**src/seq_pkg.sv**
```systemverilog
// ----------------------------------------------------------------------------
// seq_pkg: shared types and constants for the sorted expiry queue
// Entry payload layout, per-cell control group, opcodes and default sizes.
// ----------------------------------------------------------------------------
package seq_pkg;

  // default sizing
  localparam int CAPACITY_DEF  = 64;
  localparam int TIME_BITS_DEF = 32;

  // request opcodes
  localparam logic [1:0] OP_INSERT  = 2'd0;
  localparam logic [1:0] OP_ADVANCE = 2'd1;
  localparam logic [1:0] OP_READ    = 2'd2;
  localparam logic [1:0] OP_NOP     = 2'd3;

  // payload held by one cell, fixed widths
  typedef struct packed {
    logic signed [23:0] x;
    logic signed [23:0] y;
    logic        [15:0] radius;
    logic        [31:0] color;
  } entry_data_t;

  // broadcast control to every cell of the chain
  typedef struct packed {
    logic insert;      // sorted insert of the new entry
    logic shift_left;  // drop the head, everything moves one towards the head
    logic lane_load;   // copy entries into the read lane
    logic lane_shift;  // read lane moves one towards the head
  } cell_ctrl_t;

endpackage

```
**src/seq_cell.sv**
```systemverilog
// ----------------------------------------------------------------------------
// seq_cell: one slot of the sorted chain
// Holds one entry and one read-lane word; swaps data with its neighbours
// under the broadcast control.
// ----------------------------------------------------------------------------
module seq_cell #(
  parameter int TIME_BITS = seq_pkg::TIME_BITS_DEF
) (
  input  logic                  clk,
  input  logic                  rst_n,
  input  seq_pkg::cell_ctrl_t   ctrl,
  input  logic [TIME_BITS-1:0]  new_expiry,
  input  seq_pkg::entry_data_t  new_data,
  // neighbour towards the head
  input  logic                  left_valid,
  input  logic [TIME_BITS-1:0]  left_expiry,
  input  seq_pkg::entry_data_t  left_data,
  input  logic                  left_ge,
  // neighbour towards the tail
  input  logic                  right_valid,
  input  logic [TIME_BITS-1:0]  right_expiry,
  input  seq_pkg::entry_data_t  right_data,
  input  logic [TIME_BITS-1:0]  right_lane_expiry,
  input  seq_pkg::entry_data_t  right_lane_data,
  // own state
  output logic                  valid,
  output logic [TIME_BITS-1:0]  expiry,
  output seq_pkg::entry_data_t  data,
  output logic                  ge,
  output logic [TIME_BITS-1:0]  lane_expiry,
  output seq_pkg::entry_data_t  lane_data
);

  logic                  valid_r, valid_nxt;
  logic [TIME_BITS-1:0]  expiry_r, expiry_nxt;
  seq_pkg::entry_data_t  data_r, data_nxt;
  logic [TIME_BITS-1:0]  lane_expiry_r, lane_expiry_nxt;
  seq_pkg::entry_data_t  lane_data_r, lane_data_nxt;

  // empty slots count as later than anything
  assign ge = !valid_r || (expiry_r >= new_expiry);

  // entry update
  always_comb begin
    valid_nxt  = valid_r;
    expiry_nxt = expiry_r;
    data_nxt   = data_r;
    if (ctrl.insert && ge) begin
      if (left_ge) begin
        valid_nxt  = left_valid;
        expiry_nxt = left_expiry;
        data_nxt   = left_data;
      end else begin
        valid_nxt  = 1'b1;
        expiry_nxt = new_expiry;
        data_nxt   = new_data;
      end
    end else if (ctrl.shift_left) begin
      valid_nxt  = right_valid;
      expiry_nxt = right_expiry;
      data_nxt   = right_data;
    end
  end

  // read lane update
  always_comb begin
    lane_expiry_nxt = lane_expiry_r;
    lane_data_nxt   = lane_data_r;
    if (ctrl.lane_load) begin
      lane_expiry_nxt = expiry_r;
      lane_data_nxt   = data_r;
    end else if (ctrl.lane_shift) begin
      lane_expiry_nxt = right_lane_expiry;
      lane_data_nxt   = right_lane_data;
    end
  end

  always_ff @(posedge clk) begin
    if (!rst_n) begin
      valid_r <= 1'b0;
    end else begin
      valid_r <= valid_nxt;
    end
  end

  always_ff @(posedge clk) begin
    expiry_r      <= expiry_nxt;
    data_r        <= data_nxt;
    lane_expiry_r <= lane_expiry_nxt;
    lane_data_r   <= lane_data_nxt;
  end

  assign valid       = valid_r;
  assign expiry      = expiry_r;
  assign data        = data_r;
  assign lane_expiry = lane_expiry_r;
  assign lane_data   = lane_data_r;

endmodule

```
**config.mk**
```make
export PLATFORM = sky130hd
export DESIGN_NAME = seq_cell
export DESIGN_NICKNAME = d
export VERILOG_FILES = /design/src/seq_pkg.sv /design/src/seq_cell.sv
export SDC_FILE = /design/constraint.sdc
export NUM_CORES = 1
export LEC_CHECK = 0
export BUFFER_PORTS_ARGS = -buffer_cell sky130_fd_sc_hd__buf_2
export CAP_MARGIN = 30
export CORE_AREA = 2 2 306 308
export DETAILED_ROUTE_END_ITERATION = 6
export DIE_AREA = 0 0 308 310
export HOLD_SLACK_MARGIN = 0.12
export PLACE_DENSITY = 0.35
export RECOVER_POWER = 25
export SYNTH_ARGS = -nofsm -noshare
export SYNTH_HDL_FRONTEND = slang
export SYNTH_SLANG_ARGS = --single-unit
```
**constraint.sdc**
```tcl
create_clock -name clk -period 9.53 [get_ports clk]
set_input_delay 0.4765 -clock clk [delete_from_list [all_inputs] [get_ports clk]]
set_output_delay 0.4765 -clock clk [all_outputs]
set_load 0.005 [all_outputs]
```
Word-level counts from Yosys, hierarchy flattened
Cells that the tools add are included.
- flip-flop bits (word level): 257
- input port bits: 521
- output and inout bits: 258
- order comparisons: 1
- multiplexer cells: 13
- reductions and logical operators: 5
- operator list (kind ; number):
    two-way mux 96 bit ; 5
    two-way mux 32 bit ; 5
    >= comparator 32 bit ; 1
    nonzero test 2 bit ; 2
    two-way mux 1 bit ; 3
    logical AND 1 bit ; 1
    zero test 1 bit ; 1
    logical OR 1 bit ; 1

Depth between registers and ports, before layout
Gate-level depths: netlist (run 1).
- depth after elaboration: 4
- gate-level depth with buffers: 10
- mapped depth without buffers: 8

Least setup slack after synthesis (run 1)
OpenSTA, ideal clock, no wires.
- kind: input to register
- start point: input port new_expiry[13]
- end point: register data_r (netlist bit data[0]), enable pin
- setup time: 0.510 ns
- arrival time: 5.182 ns
- path slack: 3.838 ns
- stages: 10
- path buffers: 2
- path through: inv_1 ha_1 nand4_1 or4_1 o31a_1 a31oi_1 o21ai_1 buf_6 buf_6 nand2b_1
- longest elaborated chain between the ends: 4
- ends and longest elaborated chain (element ; line ; source):
    from (decl) ; seq_cell.sv:12 ; input logic [TIME_BITS-1:0] new_expiry,
    >= comparator 32 bit ; seq_cell.sv:41 ; assign ge = !valid_r || (expiry_r >= new_expiry);
    logical OR 1 bit ; seq_cell.sv:41 ;
    logical AND 1 bit ; seq_cell.sv:48 ; if (ctrl.insert && ge) begin
    nonzero test 2 bit (no line) ; n/a ;
    to (signal assigned) ; seq_cell.sv:88 ; data_r <= data_nxt;
    to (decl) ; seq_cell.sv:36 ; seq_pkg::entry_data_t data_r, data_nxt;
No other way between the ends.
A chain may end at the register's enable or synchronous reset.

==> results of run 1 <==
-- path summary, 6_finish.rpt --
| kind | startpoint | to | slack (ns) | depth (start not counted) |
|---|---|---|---|---|
| max reg2reg | expiry[1] | data[45] | 5.04 | 9 |
| max | ctrl[1] | lane_data[74] | 4.52 | 4 |
| min | rst_n | valid | 0.23 | 3 |
| min reg2reg | data[62] | lane_data[62] | 0.57 | 1 |
-- metrics by stage --
step	worst slack, ns	std cells
2_1_floorplan	3.838	838
3_3_place_gp	4.873	2779
3_5_place_dp	4.803	2780
4_1_cts	5.016	2846
5_1_grt	4.175	2848
6_report	4.517	2850
-- synth_stat cells (2+ instances only) --
cell type / count
sky130_fd_sc_hd__buf_1: 2
sky130_fd_sc_hd__buf_6: 11
sky130_fd_sc_hd__nor2_1: 4
sky130_fd_sc_hd__edfxtp_1: 256
sky130_fd_sc_hd__nand2b_1: 4
sky130_fd_sc_hd__clkbuf_1: 30
sky130_fd_sc_hd__buf_2: 3
sky130_fd_sc_hd__inv_1: 33
sky130_fd_sc_hd__o21ai_0: 37
sky130_fd_sc_hd__nand2_1: 38
sky130_fd_sc_hd__mux2_4: 98
sky130_fd_sc_hd__ha_1: 32
sky130_fd_sc_hd__mux2_2: 255
sky130_fd_sc_hd__or2_2: 2
sky130_fd_sc_hd__a21o_1: 3
sky130_fd_sc_hd__a21oi_1: 10
sky130_fd_sc_hd__nand4_1: 4
sky130_fd_sc_hd__o211ai_1: 2
-- flip-flops by register name, summed over array words and instances, names as in the netlist --
name / cells
data: 96
lane_data: 96
expiry: 32
lane_expiry: 32
valid: 1
-- layout by cell type (no fill, tap or decap), types with 4 or more instances in the layout --
| master | count |
|---|---|
| sky130_fd_sc_hd__buf_2 | 703 |
| sky130_fd_sc_hd__edfxtp_1 | 256 |
| sky130_fd_sc_hd__mux2_2 | 243 |
| sky130_fd_sc_hd__mux2_4 | 98 |
| sky130_fd_sc_hd__clkbuf_1 | 79 |
| sky130_fd_sc_hd__clkbuf_16 | 39 |
| sky130_fd_sc_hd__nand2_1 | 38 |
| sky130_fd_sc_hd__o21ai_0 | 37 |
| sky130_fd_sc_hd__inv_1 | 33 |
| sky130_fd_sc_hd__ha_1 | 32 |
| sky130_fd_sc_hd__mux2_1 | 12 |
| sky130_fd_sc_hd__a21oi_1 | 10 |
| sky130_fd_sc_hd__buf_4 | 10 |
| sky130_fd_sc_hd__clkinv_1 | 7 |
| sky130_fd_sc_hd__clkinv_2 | 5 |
| sky130_fd_sc_hd__diode_2 | 4 |
| sky130_fd_sc_hd__nand4_1 | 4 |
| sky130_fd_sc_hd__nor2_1 | 4 |
-- metal layers --
layer	part of all wire (%)	wire length, um	track usage (%)	vias up
li1	-	-	-	4794
met1	36	20030	11.32	4880
met2	54	29660	20.46	429
met3	7.7	4270	3.051	72
met4	2.4	1333	3.279	6
met5	0.069	38	0	-
-- worst max-delay path, stage by stage --
cell and delay, ns:
sky130_fd_sc_hd__clkbuf_1 1.09, sky130_fd_sc_hd__clkbuf_1 1.02, sky130_fd_sc_hd__clkbuf_1 2.11, sky130_fd_sc_hd__mux2_2 0.50
-- cell type report --
type	count	area [um^2]	area share, %
clock inverter	20	182.7	0.9225
sequential	257	7707	38.92
tap	1197	1498	7.563
antenna	4	10.01	0.05055
timing repair buffer	791	3894	19.66
multi-input combinational	502	5355	27.04
clock buffer	46	1032	5.213
inverter	33	123.9	0.6255
-- cells by family (layout without fill, tap and decap cells) --
kind of cell / Yosys count / in the layout / share of synthesized area (%)
multiplexers: 354 / 354 / 32.42
flip-flops: 257 / 257 / 57.40
adder cells (fa/ha/maj): 32 / 32 / 2.982
other: 0 / 4 / 0
AO/OA/AOI/OAI: 60 / 60 / 2.479
AND/OR/NAND/NOR: 56 / 56 / 1.864
buffers and inverters: 79 / 890 / 2.852
-- power groups by stage --
stage,Combinational [W],Clock [W],Sequential (W)
3_5_place_dp,0.000688,0,0.00152
2_1_floorplan,0.000315,0,0.00152
6_report,0.000660,0.00140,0.00149
5_1_grt,0.000725,0.00151,0.00151
4_1_cts,0.000691,0.00148,0.00149
3_3_place_gp,0.000688,0,0.00152
==> implementation parameters, run 1 <==
Parameter                              Value

CTS
  CTS sink count    257
  Clock tree from TritonCTS    done
  H-tree level count    2
  Number of buffers inserted during clock tree synthesis    38
  Number of buffers inserted to repair setup after CTS    0
  Root buffer cell    sky130_fd_sc_hd__clkbuf_16
  Number of buffers between clock root and the deepest sink    3
  Clock-pin slew on the worst setup and hold paths    0.06 ns
  Hold buffers post-CTS    0
  Worst-skew pair later-pin latency    0.54 ns
  Number of gates resized after cts    0

Synth
  Post-synthesis area per instance    16.02 um^2
  Synth Net Count    1391
  Cell accounting for the most synthesized area    sky130_fd_sc_hd__edfxtp_1
  Count of cell types in the netlist    32
  Most used flip-flop cell after synthesis    sky130_fd_sc_hd__edfxtp_1
  Top cells by area, synth    sky130_fd_sc_hd__edfxtp_1, sky130_fd_sc_hd__mux2_2, sky130_fd_sc_hd__mux2_4
  Share of the yosys chip area belonging to registers    57.40%
  Number of enable flip-flop cells after synthesis    256
  Total of flip-flops plus latches after synthesis    257
  Gate Count Post-Synth    838
  Fraction of post-synthesis cell area in the top cell type by area    57.25%
  Synth warnings    0
  Cell area after synthesis    0.01343 mm^2
  Proportion of synthesized flip-flops having asynchronous set or reset    0%

Timing
  Fmax    199.5 MHz
  Actual slew at the worst max-slew pin    3.473 ns
  Tcrit/Tclk final    52.61%
  Worst clock skew    0.01632 ns
  WHS    0.2289 ns
  Period minus WS final    5.013 ns
  Final count of negative-setup-slack endpoints    0
  Fin. Hold Viols    0
  Relative slew slack    -131.6%
  RSZ-0062 raised after global routing    no
  Total negative slack for setup checks    0 ns
  Final Max Tran Viols    140

Route
  Routed wire length    55330 um
  Avg WL per Cell    19.41 um
  Vias per cell    3.572
  Number of remaining DRC errors    0
  Initial detailed-routing violation count    380
  Routed via count    10181
  1st-pass router iterations    4
  Final ANT Viol Nets    0

Power and ir drop
  Proportion of power drawn by combinational gates    18.5%
  Switching part of the total    26.14%
  Power density of the placed cells    179.6 mW/mm^2
  Worst supply voltage drop on vdd    0.08641 mV
  Psw    0.0009294 W
  Proportion of power drawn by the clock network    39.5%
  Internal Power    0.002627 W
  Leakage power figure    8.599 nW
  Portion of total power attributed to sequential cells    42.0%
  Total power draw    0.003556 W

GRT
  Wire length of the first global-routing pass    74310 um
  Remaining Overflow, GRT    0
  Number of global-route vias before repair    10748
  Tot GR Track Use    10.73%
  Initial antenna violation count    10
  Pin count of the biggest net entering global routing    73

Finish
  Layout-stage area growth over the synthesis result    47.49%
  Number of nets in the layout    2176
  Filler instances    10107
  Final Cell Area    0.01980 mm^2
  Core Util, Final    21.41%
  Ratio of cells with drive above 1 in the final layout    67.50%

Floorplanning
  Num rows    112
  Die extent in x    308 um
  Initial standard-cell utilization of the core    14.52%
  Full die area    0.09548 mm^2
  Total I/O pin count    779
  Die Y    310 um
  Placeable core region    0.09249 mm^2

Place
  Last weighted congestion value of the routability-driven placer    0.7893
  Post-DP Area    0.01871 mm^2
  Placed wire-length estimate after detailed placement    43590 um
  Buffers on Ports    778

Hold path
  Class of the most critical hold timing path    in2reg

Critical path
  Arrival time of the worst setup path    5.29 ns
  Type of the setup path with the least slack    in2reg
  Maximum fanout along the worst path    43
  Type of destination of the critical path    flip-flop
  Startpoint Class    input port
  Worst Path Required    9.80 ns

Run status
  Status    complete, but fails checks
  Violated checks    capacitance limit, slew limit

Job
  Max_cap viols    4
(Power assumes the default switching activity.)
==> run 2, diff against run 1 <==
--- a/config.mk
+++ b/config.mk
@@ -11,7 +11,7 @@
 export DETAILED_ROUTE_END_ITERATION = 6
 export DIE_AREA = 0 0 308 310
 export HOLD_SLACK_MARGIN = 0.12
-export PLACE_DENSITY = 0.35
+export PLACE_DENSITY = 0.36
 export RECOVER_POWER = 25
 export SYNTH_ARGS = -nofsm -noshare
 export SYNTH_HDL_FRONTEND = slang
==> constraint.sdc (replaced) <==
create_clock -name clk -period 4.1 [get_ports clk]
set_input_delay 0.205 -clock clk [delete_from_list [all_inputs] [get_ports clk]]
set_output_delay 0.205 -clock clk [all_outputs]
set_load 0.005 [all_outputs]
==> run 2 against run 1 <==
Compared with the run above: the run still ends with capacitance limit, slew limit left; clock-buffer cell count unchanged; global-route usage increased by 0.80 points; hold slack got worse by 0.060 ns; clock power increased by 110%; via count increased by 18%; core utilization increased by 5.3 points; cell count increased by 17%; critical path depth increased by 6; worst setup slack got worse by 4.2 ns; design area increased by 25%; wire length increased by 7.3%.
==> implementation parameters, run 2 (synthesis gave the netlist of run 1 again) <==
Parameter                              Value

Critical path
  Arrival time of the worst setup path    4.06 ns
  Cells along the critical path    ha_1 -> nand4_1 -> or4_1 -> o31a_1 -> a31oi_2 -> o21ai_4 -> buf_12 -> buf_4 -> mux2_4 -> dlygate4sd3_1
  Master of the slowest instance on the critical path    sky130_fd_sc_hd__or4_1
  Type of destination of the critical path    flip-flop
  Delay of the slowest critical-path stage    0.57 ns
  Startpoint Class    flip-flop
  Family with the most delay on the worst path    buffers and inverters
  Type of the setup path with the least slack    reg2reg
  Total buffers and inverters traversed by the critical path    3
  Setup slack of the worst register-to-register path    0.32 ns
  Maximum fanout along the worst path    19
  Worst Path Required    4.38 ns

Timing
  Worst clock skew    0.01421 ns
  Period minus WS final    3.781 ns
  Fin. Hold Viols    0
  WHS    0.1688 ns
  Final Max Tran Viols    156
  RSZ-0062 raised after global routing    no
  Relative slew slack    -158.2%
  Actual slew at the worst max-slew pin    3.873 ns
  Tcrit/Tclk final    92.23%
  Total negative slack for setup checks    0 ns
  Final count of negative-setup-slack endpoints    0
  Fmax    264.5 MHz

GRT
  Initial antenna violation count    9
  Wire length of the first global-routing pass    82060 um
  Tot GR Track Use    11.54%
  Remaining Overflow, GRT    0
  Pin count of the biggest net entering global routing    84
  Number of global-route vias before repair    13060

CTS
  Worst-skew pair later-pin latency    0.53 ns
  H-tree level count    2
  Number of buffers inserted during clock tree synthesis    35
  Root buffer cell    sky130_fd_sc_hd__clkbuf_16
  Number of buffers inserted to repair setup after CTS    0
  Clock-pin slew on the worst setup and hold paths    0.06 ns
  CTS sink count    257
  Number of buffers between clock root and the deepest sink    3
  Clock tree from TritonCTS    done

Finish
  Commonest cells after routing, fill and taps aside    sky130_fd_sc_hd__buf_2, sky130_fd_sc_hd__dlygate4sd3_1, sky130_fd_sc_hd__edfxtp_1
  Ratio of cells with drive above 1 in the final layout    56.12%
  Number of nets in the layout    2661
  Finished Layout Cells    3334
  Commonest non-fill, non-tap cell in the layout    sky130_fd_sc_hd__buf_2
  Core Util, Final    26.74%
  Layout-stage area growth over the synthesis result    84.18%

Route
  Avg WL per Cell    17.80 um
  Number of remaining DRC errors    0
  1st-pass router iterations    6
  Routed via count    12058
  Initial detailed-routing violation count    321
  Routed wire length    59350 um
  Final ANT Viol Nets    0
  Vias per cell    3.617

Floorplanning
  Full die area    0.09548 mm^2
  Placeable core region    0.09249 mm^2
  Die Y    310 um
  Num rows    112
  Total I/O pin count    779
  Die extent in x    308 um
  Initial standard-cell utilization of the core    14.52%

Run status
  Status    complete, but fails checks
  Violated checks    capacitance limit, slew limit

Power and ir drop
  Worst supply voltage drop on vdd    0.1814 mV
  Leakage power figure    10.83 nW
  Power density of the placed cells    343.0 mW/mm^2

Job
  Max_cap viols    3

Place
  Last weighted congestion value of the routability-driven placer    0.7899
  Buffers on Ports    778
  Placed wire-length estimate after detailed placement    45070 um
  Cell count after placement    2798

Hold path
  Class of the most critical hold timing path    in2reg
run 2: cell types whose count changed in the layout (fill, tap and decap cells not counted), moves of 3 or more:
| cell | before | now |
|---|---|---|
| sky130_fd_sc_hd__mux2_2 | 243 | 246 |
| sky130_fd_sc_hd__mux2_1 | 12 | 9 |
| sky130_fd_sc_hd__buf_2 | 703 | 776 |
| sky130_fd_sc_hd__buf_12 | 0 | 10 |
| sky130_fd_sc_hd__clkbuf_8 | 3 | 0 |
| sky130_fd_sc_hd__clkbuf_1 | 79 | 13 |
| sky130_fd_sc_hd__dlygate4sd3_1 | 0 | 470 |
| sky130_fd_sc_hd__buf_4 | 10 | 15 |
run 2: worst paths after layout:
kind,start,endpoint,cells past startpoint
worst max-delay path,expiry[14],expiry[21],10
worst min-delay path,new_data[31],data[31],3
worst max register to register,expiry[14],expiry[21],10
worst min register to register,data[33],lane_data[33],1
run 2: repair_timing:
item,in CTS,in global routing
hold buffers,470,0
hold endpoints to repair,257,0
setup endpoints to repair,0,15
resized for setup,0,2
run 2: cell type report:
| cell class | count | area [um^2] |
|---|---|---|
| Timing Repair Buffer | 1279 | 8949 |
| Clock buffer | 46 | 959.7 |
| Clock inverter | 14 | 108.9 |
| Multi-Input combinational cell | 502 | 5368 |
| Antenna cell | 6 | 15.01 |
| Inverter | 33 | 123.9 |
| Tap cell | 1197 | 1498 |
| Sequential cell | 257 | 7707 |
| Fill cell | 9726 | 67760 |
run 2: worst register-to-register path, cell delays in order (launching register included):
cell and delay [ns]:
sky130_fd_sc_hd__edfxtp_1 0.45, sky130_fd_sc_hd__ha_1 0.33, sky130_fd_sc_hd__nand4_1 0.17, sky130_fd_sc_hd__or4_1 0.57
sky130_fd_sc_hd__o31a_1 0.26, sky130_fd_sc_hd__a31oi_2 0.35, sky130_fd_sc_hd__o21ai_4 0.13, sky130_fd_sc_hd__buf_12 0.21
sky130_fd_sc_hd__buf_4 0.20, sky130_fd_sc_hd__mux2_4 0.30, sky130_fd_sc_hd__dlygate4sd3_1 0.56
run 2: layer usage:
layer	share of wire (%)	GRT usage [%]	wire, um
met1	38	12.90	22730
met2	53	21.70	31410
met3	6.1	2.316	3606
met4	2.7	3.812	1583
met5	0.045	0	27
run 2: stage by stage:
step	total power [W]	area (um^2)	setup WS [ns]
after global placement	0.005177	18960	0.4745
after global routing	0.008927	24730	0.1245
after CTS	0.008686	24740	0.009522
after floorplan	0.004245	13430	0.6116
final	0.008483	24730	0.3188
after detailed placement	0.005185	18960	0.4610
run 2: report_power, final:
part	total [W]	internal, W	switching, W
Combinational	0.00203	0.00123	0.000801
Clock	0.00297	0.00176	0.00121
Sequential	0.00348	0.00330	0.000175
Total	0.00848	0.00629	0.00219
==> run 3, diff against run 2 <==
--- a/config.mk
+++ b/config.mk
@@ -11,7 +11,7 @@
 export DETAILED_ROUTE_END_ITERATION = 6
 export DIE_AREA = 0 0 308 310
 export HOLD_SLACK_MARGIN = 0.12
-export PLACE_DENSITY = 0.36
+export PLACE_DENSITY = 0.35
 export RECOVER_POWER = 25
 export SYNTH_ARGS = -nofsm -noshare
 export SYNTH_HDL_FRONTEND = slang
==> constraint.sdc (replaced) <==
create_clock -name clk -period 4.49 [get_ports clk]
set_input_delay 0.2245 -clock clk [delete_from_list [all_inputs] [get_ports clk]]
set_output_delay 0.2245 -clock clk [all_outputs]
set_load 0.005 [all_outputs]
==> run 3 against run 2 <==
Compared with the run above: the run still ends with capacitance limit, slew limit left; worst setup slack better by 0.10 ns; sequential cell count unchanged; wire length down 2.6%; sequential power down 8.6%; global-route usage down 0.28 points; die area unchanged; critical path depth down 1; register-to-register slack better by 0.10 ns; via count down 3.0%; total power down 10%; largest power group unchanged; highest routed layer unchanged.
==> implementation parameters, run 3 (synthesis gave the netlist of run 1 again) <==
Parameter                              Value

Timing
  Total negative slack for setup checks    0 ns
  Fmax    245.7 MHz
  Relative slew slack    -144.9%
  WHS    0.1468 ns
  Final WS setup    0.4195 ns
  RSZ-0062 raised after global routing    no
  Final count of negative-setup-slack endpoints    0
  Actual slew at the worst max-slew pin    3.674 ns
  Period minus WS final    4.070 ns
  Fin. Hold Viols    0
  Final Max Tran Viols    44
  Tcrit/Tclk final    90.66%
  Worst clock skew    0.01545 ns

Route
  1st-pass router iterations    4
  Vias per cell    3.632
  Initial detailed-routing violation count    385
  Avg WL per Cell    17.94 um
  Final ANT Viol Nets    0
  Number of remaining DRC errors    0
  Routed wire length    57790 um
  Routed via count    11702

Critical path
  Arrival time of the worst setup path    4.34 ns
  Worst Path Required    4.76 ns
  Type of destination of the critical path    flip-flop
  Type of the setup path with the least slack    reg2reg
  Maximum fanout along the worst path    65
  Startpoint Class    flip-flop

Hold path
  Class of the most critical hold timing path    in2reg

Power and ir drop
  Psw    0.001972 W
  Proportion of power drawn by combinational gates    23.5%
  Portion of total power attributed to sequential cells    41.7%
  Internal Power    0.005645 W
  Worst supply voltage drop on vdd    0.2282 mV
  Switching part of the total    25.89%
  Proportion of power drawn by the clock network    34.8%
  Power density of the placed cells    323.2 mW/mm^2
  Leakage power figure    10.17 nW

CTS
  Clock tree from TritonCTS    done
  Number of gates resized after cts    0
  Root buffer cell    sky130_fd_sc_hd__clkbuf_16
  Worst-skew pair later-pin latency    0.54 ns
  H-tree level count    2
  Number of buffers between clock root and the deepest sink    3
  CTS sink count    257
  Number of buffers inserted during clock tree synthesis    36
  Clock-pin slew on the worst setup and hold paths    0.05 ns

Floorplanning
  Num rows    112
  Placeable core region    0.09249 mm^2
  Die extent in x    308 um
  Die Y    310 um
  Total I/O pin count    779
  Initial standard-cell utilization of the core    14.52%
  Full die area    0.09548 mm^2

Finish
  Ratio of cells with drive above 1 in the final layout    55.45%
  Number of nets in the layout    2550
  Commonest non-fill, non-tap cell in the layout    sky130_fd_sc_hd__buf_2
  Finished Layout Cells    3222
  Commonest cells after routing, fill and taps aside    sky130_fd_sc_hd__buf_2, sky130_fd_sc_hd__dlygate4sd3_1, sky130_fd_sc_hd__edfxtp_1
  Area of combinational cells with multiple inputs    0.005358 mm^2
  Filler instances    9912
  Layout-stage area growth over the synthesis result    75.49%
  Register cell area after layout    0.007707 mm^2

Run status
  Violated checks    capacitance limit, slew limit
  Status    complete, but fails checks

Job
  Max_cap viols    1

Place
  Cell count after placement    2781
  Buffers on Ports    778
  Worst setup slack before clock tree synthesis    0.9779 ns
  Placed wire-length estimate after detailed placement    43940 um
  Last weighted congestion value of the routability-driven placer    0.7819

GRT
  Number of global-route vias before repair    12642
  Remaining Overflow, GRT    0
  Tot GR Track Use    11.26%
  Initial antenna violation count    9
  Wire length of the first global-routing pass    79090 um
  Pin count of the biggest net entering global routing    69
-- run 3: power groups by stage --
stage,Combinational [W],Sequential (W),Clock (W)
after floorplan,0.000670,0.00321,0
after global placement,0.00147,0.00323,0
after detailed placement,0.00147,0.00323,0
after CTS,0.00184,0.00318,0.00279
after global routing,0.00194,0.00321,0.00285
final,0.00179,0.00318,0.00265
-- run 3: path summary, 6_finish.rpt --
check | from | endpoint | slack [ns] | depth (start not counted)
max | expiry[9] | data[72] | 0.42 | 9
max reg2reg | expiry[9] | data[72] | 0.42 | 9
min reg2reg | data[3] | lane_data[3] | 0.57 | 1
min | left_expiry[31] | expiry[31] | 0.15 | 4
-- run 3: critical path, stage by stage (launching register included) --
cell                            delay, ns
sky130_fd_sc_hd__edfxtp_1            0.41
sky130_fd_sc_hd__ha_1                0.33
sky130_fd_sc_hd__nand4_1             0.23
sky130_fd_sc_hd__or4_1               0.58
sky130_fd_sc_hd__o31a_1              0.25
sky130_fd_sc_hd__a31oi_1             0.42
sky130_fd_sc_hd__o21ai_4             0.15
sky130_fd_sc_hd__buf_12              0.23
sky130_fd_sc_hd__mux2_4              0.44
sky130_fd_sc_hd__dlygate4sd3_1       0.56
-- run 3: timing repair --
item | in CTS | in global routing
hold endpoints to repair | 257 | 0
hold buffers | 375 | 0
endpoints found under the setup margin | 0 | 0
buffers inserted | 0 | 0
-- run 3: cell type report --
type / instances / share of cell area [%]
multi-input combinational: 502 / 22.74
antenna: 7 / 0.07434
sequential: 257 / 32.71
clock inverter: 12 / 0.3558
clock buffer: 47 / 4.089
timing repair buffer: 1167 / 33.15
inverter: 33 / 0.5257
tap: 1197 / 6.356
-- run 3: through the flow --
| step | area, um^2 | total power, W | util (%) |
|---|---|---|---|
| after floorplan | 13430 | 0.003879 | - |
| after global placement | 18840 | 0.004699 | 20.37 |
| after detailed placement | 18840 | 0.004700 | 20.37 |
| after CTS | 23640 | 0.007805 | 25.56 |
| after global routing | 23560 | 0.008006 | 25.47 |
| final | 23560 | 0.007617 | 25.48 |
-- run 3: routing by layer --
metal | up-vias | global-route usage (%) | wire length, um
met5 | - | 0 | 53
met4 | 8 | 3.959 | 1652
met3 | 86 | 3.031 | 3906
met2 | 440 | 21.55 | 30880
met1 | 5633 | 11.71 | 21290
li1 | 5535 | - | -
